$ cat config.mk
export PLATFORM = sky130hd
export DESIGN_NAME = integer_to_ascii_formatter
export DESIGN_NICKNAME = d
export VERILOG_FILES = /design/src/sv/i2a_pkg.sv /design/src/sv/integer_to_ascii_formatter.sv
export VERILOG_INCLUDE_DIRS = /design/src /design/src/sv
export SDC_FILE = /design/constraint.sdc
export NUM_CORES = 1
export LEC_CHECK = 0
export CAP_MARGIN = 20
export CORE_MARGIN = 5
export CORE_UTILIZATION = 55
export DETAILED_ROUTE_END_ITERATION = 10
export DONT_BUFFER_PORTS = 1
export PLACE_DENSITY = 0.69
export SYNTH_ARGS = -nofsm -noshare
export SYNTH_HDL_FRONTEND = slang
export SYNTH_SLANG_ARGS = --single-unit
$ cat constraint.sdc
create_clock -name clock -period 9.7 [get_ports clock]
set_clock_uncertainty 0.15 [all_clocks]
set_input_delay 0.97 -clock clock [delete_from_list [all_inputs] [get_ports clock]]
set_output_delay 0.97 -clock clock [all_outputs]
set_load 0.03 [all_outputs]
$ cat src/sv/assert_macros.svh
// Assertion helpers shared by the RTL. Each macro checks on the rising edge
// of clock and stays quiet while reset is high.
`ifndef ASSERT_MACROS_SVH
`define ASSERT_MACROS_SVH

// Condition that must hold in the same cycle as its trigger.
`define ASSERT_SAME(label, ante, cons, msg) \
   label: assert property (@(posedge clock) disable iff (reset) (ante) |-> (cons)) \
      else $error(msg);

// Condition that must hold in the cycle after its trigger.
`define ASSERT_NEXT(label, ante, cons, msg) \
   label: assert property (@(posedge clock) disable iff (reset) (ante) |=> (cons)) \
      else $error(msg);

`endif

$ cat src/sv/i2a_pkg.sv
package i2a_pkg;

   // Format command codes.
   typedef enum logic {
      CMD_DEC = 1'b0,
      CMD_HEX = 1'b1
   } command_type;

   localparam int VALUE_WIDTH    = 32;
   localparam int DIGITS         = 10;
   localparam int BCD_WIDTH      = 4 * DIGITS;
   localparam int DAB_WIDTH      = BCD_WIDTH + VALUE_WIDTH;
   localparam int DAB_STAGES     = 4;
   localparam int BITS_PER_STAGE = VALUE_WIDTH / DAB_STAGES;
   localparam int POS_WIDTH      = $clog2(DIGITS);
   localparam int CHAR_WIDTH     = 7;

   localparam logic [CHAR_WIDTH-1:0] ASCII_ZERO  = 7'h30;
   localparam logic [CHAR_WIDTH-1:0] ASCII_A     = 7'h61;
   localparam logic [CHAR_WIDTH-1:0] ASCII_MINUS = 7'h2d;

   typedef logic [DAB_WIDTH-1:0] dab_type;
   typedef logic [3:0] digit_type;

   // One double-dabble step: correct every BCD digit of five or more, then
   // shift the combined BCD and binary word left by one bit.
   function automatic dab_type dabble_step(dab_type x);
      dab_type y;
      y = x;
      for (int i = 0; i < DIGITS; i++) begin
         if (y[VALUE_WIDTH + 4*i +: 4] >= 4'd5) begin
            y[VALUE_WIDTH + 4*i +: 4] = y[VALUE_WIDTH + 4*i +: 4] + 4'd3;
         end
      end
      return {y[DAB_WIDTH-2:0], 1'b0};
   endfunction

   // ASCII form of one decimal or hexadecimal digit.
   function automatic logic [CHAR_WIDTH-1:0] digit_char(digit_type d);
      logic [CHAR_WIDTH-1:0] c;
      if (d < 4'd10) begin
         c = ASCII_ZERO + {3'b000, d};
      end else begin
         c = ASCII_A + {3'b000, d - 4'd10};
      end
      return c;
   endfunction

endpackage

$ cat src/sv/integer_to_ascii_formatter.sv
// Integer to ASCII formatter.
//
// The request channel (req_valid, req_ready, req_command, req_value) takes
// one 32-bit value per transaction. Command decimal prints the value as a
// signed number with a leading minus sign when negative; command hex prints
// it unsigned in lower-case hexadecimal. The response channel (rsp_valid,
// rsp_ready, rsp_character, rsp_last) returns one ASCII character per
// transaction, most significant first, with rsp_last on the final one.
//
// The first character of a value is offered after the request has passed
// through the sign stage, four binary-to-BCD stages and the serializer.
// A value holds the serializer until its last character is taken, and the
// next value loads as that one leaves, so the output port sets the sustained
// rate; the stages ahead of it keep up to five more values in flight.
// Reset clears all valid bits; no output is pending afterwards. When the
// receiver holds rsp_ready low, the current character stays on the port and
// the stages fill up behind it until req_ready drops; nothing is lost.
module integer_to_ascii_formatter
   import i2a_pkg::*;
(
   input  logic                   clock,
   input  logic                   reset,
   input  logic                   req_valid,
   output logic                   req_ready,
   input  logic                   req_command,
   input  logic [VALUE_WIDTH-1:0] req_value,
   output logic                   rsp_valid,
   input  logic                   rsp_ready,
   output logic [CHAR_WIDTH-1:0]  rsp_character,
   output logic                   rsp_last
);

   // Sign stage.
   logic                   s0_valid_ff;
   logic                   s0_hex_ff;
   logic                   s0_neg_ff;
   logic [VALUE_WIDTH-1:0] s0_mag_ff;
   logic                   s0_neg_in;
   logic [VALUE_WIDTH-1:0] s0_mag_in;
   logic                   s0_rdy;

   // Binary-to-BCD stages.
   logic                   dab_valid_ff [DAB_STAGES];
   logic                   dab_hex_ff   [DAB_STAGES];
   logic                   dab_neg_ff   [DAB_STAGES];
   logic [VALUE_WIDTH-1:0] dab_raw_ff   [DAB_STAGES];
   dab_type                dab_word_ff  [DAB_STAGES];
   dab_type                dab_word_in  [DAB_STAGES];
   logic                   dab_rdy      [DAB_STAGES];

   // Output serializer.
   logic                   ser_valid_ff;
   logic                   ser_hex_ff;
   logic                   ser_minus_ff;
   logic [POS_WIDTH-1:0]   ser_pos_ff;
   digit_type              ser_digits_ff [DIGITS];
   logic                   ser_valid_in;
   logic                   ser_hex_in;
   logic                   ser_minus_in;
   logic [POS_WIDTH-1:0]   ser_pos_in;
   digit_type              ser_digits_in [DIGITS];
   logic                   ser_rdy;
   logic                   rsp_fire;
   logic [BCD_WIDTH-1:0]   final_digits;

   // Ready runs backward: a stage may load when it is empty or its
   // contents move on in the same cycle.
   always_comb begin
      ser_rdy = !ser_valid_ff || (rsp_ready && rsp_last);
      dab_rdy[DAB_STAGES-1] = !dab_valid_ff[DAB_STAGES-1] || ser_rdy;
      for (int k = DAB_STAGES - 2; k >= 0; k--) begin
         dab_rdy[k] = !dab_valid_ff[k] || dab_rdy[k+1];
      end
      s0_rdy = !s0_valid_ff || dab_rdy[0];
   end

   assign req_ready = s0_rdy;

   // Sign stage: magnitude of a negative decimal value in unsigned arithmetic,
   // which also covers the most negative value.
   always_comb begin
      s0_neg_in = (req_command == CMD_DEC) && req_value[VALUE_WIDTH-1];
      s0_mag_in = s0_neg_in ? (~req_value + 32'd1) : req_value;
   end

   always_ff @(posedge clock) begin
      if (reset) begin
         s0_valid_ff <= 1'b0;
      end else if (s0_rdy) begin
         s0_valid_ff <= req_valid;
      end
      if (s0_rdy) begin
         s0_hex_ff <= (req_command == CMD_HEX);
         s0_neg_ff <= s0_neg_in;
         s0_mag_ff <= s0_mag_in;
      end
   end

   // Each BCD stage performs a fixed slice of the double-dabble steps.
   always_comb begin
      for (int k = 0; k < DAB_STAGES; k++) begin
         if (k == 0) begin
            dab_word_in[k] = {{BCD_WIDTH{1'b0}}, s0_mag_ff};
         end else begin
            dab_word_in[k] = dab_word_ff[k-1];
         end
         for (int j = 0; j < BITS_PER_STAGE; j++) begin
            dab_word_in[k] = dabble_step(dab_word_in[k]);
         end
      end
   end

   always_ff @(posedge clock) begin
      for (int k = 0; k < DAB_STAGES; k++) begin
         if (reset) begin
            dab_valid_ff[k] <= 1'b0;
         end else if (dab_rdy[k]) begin
            dab_valid_ff[k] <= (k == 0) ? s0_valid_ff : dab_valid_ff[k-1];
         end
         if (dab_rdy[k]) begin
            dab_word_ff[k] <= dab_word_in[k];
            if (k == 0) begin
               dab_hex_ff[k] <= s0_hex_ff;
               dab_neg_ff[k] <= s0_neg_ff;
               dab_raw_ff[k] <= s0_mag_ff;
            end else begin
               dab_hex_ff[k] <= dab_hex_ff[k-1];
               dab_neg_ff[k] <= dab_neg_ff[k-1];
               dab_raw_ff[k] <= dab_raw_ff[k-1];
            end
         end
      end
   end

   // Digits of the finished value: BCD for decimal, nibbles for hex.
   assign final_digits = dab_hex_ff[DAB_STAGES-1]
      ? {{(BCD_WIDTH - VALUE_WIDTH){1'b0}}, dab_raw_ff[DAB_STAGES-1]}
      : dab_word_ff[DAB_STAGES-1][DAB_WIDTH-1 -: BCD_WIDTH];

   assign rsp_fire = rsp_valid && rsp_ready;

   // Serializer next state: load a new value with its top significant digit,
   // or step past the character just taken.
   always_comb begin
      ser_valid_in = ser_valid_ff;
      ser_hex_in   = ser_hex_ff;
      ser_minus_in = ser_minus_ff;
      ser_pos_in   = ser_pos_ff;
      for (int i = 0; i < DIGITS; i++) begin
         ser_digits_in[i] = ser_digits_ff[i];
      end
      if (ser_rdy) begin
         ser_valid_in = dab_valid_ff[DAB_STAGES-1];
         ser_hex_in   = dab_hex_ff[DAB_STAGES-1];
         ser_minus_in = dab_neg_ff[DAB_STAGES-1];
         ser_pos_in   = '0;
         for (int i = 0; i < DIGITS; i++) begin
            ser_digits_in[i] = final_digits[4*i +: 4];
            if (final_digits[4*i +: 4] != 4'd0) begin
               ser_pos_in = POS_WIDTH'(i);
            end
         end
      end else if (rsp_fire) begin
         if (ser_minus_ff) begin
            ser_minus_in = 1'b0;
         end else begin
            ser_pos_in = ser_pos_ff - 1'b1;
         end
      end
   end

   always_ff @(posedge clock) begin
      if (reset) begin
         ser_valid_ff <= 1'b0;
      end else begin
         ser_valid_ff <= ser_valid_in;
      end
      ser_hex_ff   <= ser_hex_in;
      ser_minus_ff <= ser_minus_in;
      ser_pos_ff   <= ser_pos_in;
      for (int i = 0; i < DIGITS; i++) begin
         ser_digits_ff[i] <= ser_digits_in[i];
      end
   end

   // Response outputs come straight from the serializer registers.
   assign rsp_valid     = ser_valid_ff;
   assign rsp_character = ser_minus_ff ? ASCII_MINUS : digit_char(ser_digits_ff[ser_pos_ff]);
   assign rsp_last      = !ser_minus_ff && (ser_pos_ff == '0);

`include "assert_macros.svh"

   `ASSERT_SAME(a_minus_only_decimal, ser_valid_ff && ser_minus_ff, !ser_hex_ff, "minus sign on a hex value")
   `ASSERT_SAME(a_hex_pos_range, ser_valid_ff && ser_hex_ff, ser_pos_ff < POS_WIDTH'(8), "hex digit position out of range")
   `ASSERT_NEXT(a_value_continues, rsp_fire && !rsp_last, ser_valid_ff, "value ended before its last character")
   `ASSERT_NEXT(a_pos_steps_down, rsp_fire && !rsp_last && !ser_minus_ff, ser_pos_ff == $past(ser_pos_ff) - 1'b1, "digit position did not step down")

endmodule

==> results.md <==
* Nets at 3605
* Slowest-stage cell, CP: xnor2_1
* Seq/Total Area, Yosys at 0.3164
* CP dominant cell by count: ha_1
* Die Ht at 245.4 µm
* YS warnings at 0
* # setup viols final at 0
* TritonCTS clock tree: done
* CTS root buf: clkbuf_16
* Crit-path max FO at 14
* Endpoints failing hold at 0
* Critical Path AT at 8.54 ns
* Die Wd at 245.4 µm
* I/O pins at 47
* Clk slew on worst S/H paths at 0.06 ns
* # Max-Cap Violations at 0
* Vias at 25830
* Global-route wire length before repair at 109300 µm
* Tcrit/Tclk final at 0.8689
* Post-CTS Setup Bufs at 0
* First drt pass iteration count at 8
* Detailed Route Iter0 Violations at 1871
* Synth Flop Type: edfxtp_1
* Setup TNS at 0 ns
* Worst skew pair latency at 0.55 ns
* DRC errors left at 0
* Status: completed
* CP startpoint kind: register
* Grt peak-use layer: met2
* Unrepaired setup endpoints after global routing: false
* Cts bufs inserted at 38
* Routed Antenna Nets at 0
* Slew @ Worst Pin at 1.010 ns
* Vias in the first global route at 24031
* GRT met1 Usage at 0.2711
* Core ar. at 54990 µm²
* Post-synthesis cell area at 30470 µm²
* Net Count, Synth at 3648
* GRT Residual Overflow at 0
* Critical path class: reg2reg
* Worst path max stage delay at 0.72 ns
* Worst setup EP type: register
* Initial antenna violation count at 10
* Row count at 86
* Share of layout cells above drive strength 1 at 0.1015
* Final Max Slew Viols at 0
* Slew margin rel. at 0.3215
* Largest net degree at the start of global routing at 76
* Average cell area after synthesis at 8.801 µm²
* Sink Count at 323
* Worst Path Required at 9.81 ns
* Number of synthesized flops with an enable pin at 317
* Final Cell Area at 32380 µm²
* GR Layer Usage met2 at 0.3762
* CTS-repair resized insts at 0
* Worst min path class: reg2reg
* Synthesis-stage register bit count at 323
* Hold_buf cts at 0
* Async SR Flop Fraction at 0
* Port Buf Inserts at 0
* Max Buffers Root-to-Sink at 3
* H-tree lvl count at 2
* GP Congestion at 0.8495
* M3 GR Usage at 0.02435
* Vias per cell at 6.156
* Hold Slack at 0.2638 ns
* Placed cell areas at 31100 µm²
* F_max at 118.6 MHz
* Post-DR wirelength/cell at 15.71 µm
* HPWL Detailed at 50280 µm
* P&R area growth vs syn at 6.283%
* GR Util All Layers at 0.2084
* Distinct cells, synth at 127
* Post-route minimum period at 8.429 ns
* Diodes inserted at 0
* Final wirelength at 65910 µm
* Initial Utilization at 0.5541
* Synth Instances at 3462
* Die area at 60210 µm²
[placed cells by master, fill, tap and decap left out, types with 35 or more instances in the layout]
| cell | Yosys | layout |
|---|---|---|
| and2_1 | 50 | 50 |
| edfxtp_1 | 317 | 317 |
| a21o_1 | 50 | 50 |
| mux2i_1 | 105 | 105 |
| nand3_1 | 74 | 73 |
| a211oi_1 | 60 | 60 |
| inv_1 | 216 | 214 |
| ha_1 | 149 | 149 |
| nor3_1 | 78 | 78 |
| mux2_2 | 90 | 90 |
| nand2_1 | 279 | 277 |
| o21ai_0 | 216 | 215 |
| clkbuf_16 | 0 | 38 |
| o211ai_1 | 50 | 50 |
| nor2b_1 | 54 | 54 |
| o21ai_1 | 40 | 41 |
| a21oi_1 | 254 | 254 |
| nor2_1 | 287 | 287 |
| a31oi_1 | 35 | 35 |
| o21a_1 | 51 | 51 |
| nand2b_1 | 80 | 80 |
| xor2_1 | 48 | 48 |
| xnor2_1 | 97 | 97 |
[flip-flops by register name, indices dropped and copies added, names as in the netlist, named ones only]
| register | flops |
|---|---|
| dab_word_ff | 98 |
| dab_raw_ff | 128 |
| s0_mag_ff | 32 |
| s0_hex_ff | 1 |
| dab_valid_ff | 4 |
| dab_neg_ff | 4 |
| rsp_valid | 1 |
| ser_digits_ff | 40 |
| s0_neg_ff | 1 |
| ser_minus_ff | 1 |
| ser_pos_ff | 4 |
| s0_valid_ff | 1 |
| dab_hex_ff | 4 |
[through the flow]
step / worst slack (ns) / instances / utilization
after detailed placement: 1.311 / 4126 / 0.5656
after CTS: 1.283 / 4195 / 0.5889
final: 1.271 / 4196 / 0.5890
after floorplan: 2.664 / 3462 / -
after global routing: 0.4245 / 4196 / 0.5890
after global placement: 1.735 / 4124 / 0.5655
[area by class of cell]
class / instances / area, µm²
fillers: 4708 / 22600
repair buffers: 13 / 90.09
inverters: 228 / 855.8
clock buffers: 45 / 987.2
well taps: 748 / 935.9
multi-input cells: 2815 / 19590
flip-flops and latches: 323 / 9639
clock inverters: 24 / 289.0
[path summary, 6_finish.rpt]
path	cells after the start	startpoint	to	slack, ns
hold reg to reg	0	dab_raw_ff[1][7]	dab_raw_ff[2][7]	0.26
setup / recovery	34	dab_word_ff[1][40]	dab_word_ff[2][46]	1.27
setup reg to reg	34	dab_word_ff[1][40]	dab_word_ff[2][46]	1.27
hold / removal	0	dab_raw_ff[1][7]	dab_raw_ff[2][7]	0.26
[metal layers]
metal	share of wire	vias up
met1	0.45	12207
met5	0	-
met3	0.047	81
met2	0.49	542
li1	-	13000
met4	0.016	0
[critical path, delay by kind of cell, from the launching register on]
kind	cells	cell delay, ns
AOI/OAI and AO/OA	12	2.22
DFF	1	0.44
and+or+nand+nor	8	1.78
adders and majority gates	5	1.37
buffers and inverters	4	0.49
xor gates and xnor gates	2	1.00
muxes	3	0.64
[cells in the mapped netlist (35+ instances only)]
cell        n  share of area
edfxtp_1  317           0.31
a31oi_1    35         0.0072
a21oi_1   254          0.042
nor2b_1    54          0.011
nor3_1     78          0.013
o21ai_1    40         0.0066
mux2_2     90          0.033
inv_1     216          0.027
o211ai_1   50          0.012
a211oi_1   60          0.015
xnor2_1    97          0.028
nand2b_1   80          0.016
clkbuf_1   70         0.0086
and2_1     50          0.010
o21a_1     51          0.013
ha_1      149          0.061
nand2_1   279          0.034
nand3_1    74          0.012
mux2i_1   105          0.034
a21o_1     50          0.012
nor2_1    287          0.035
o21ai_0   216          0.035
xor2_1     48          0.014
[cell families (layout without fill, tap and decap cells)]
logic type / Yosys count / in the layout / share of synthesized area
XOR/XNOR: 157 / 157 / 0.04846
AND/OR/NAND/NOR: 1120 / 1120 / 0.1823
AO/OA/AOI/OAI: 1168 / 1168 / 0.2678
multiplexers: 217 / 217 / 0.08123
adder cells (fa/ha/maj): 152 / 152 / 0.06217
other: 1 / 1 / 0.0001231
buffers and inverters: 324 / 310 / 0.04156
flip-flops: 323 / 323 / 0.3164
Power is left out: the tool's default activity adds up to more than one toggle a clock period on the data nets, which glitch-free logic cannot reach.
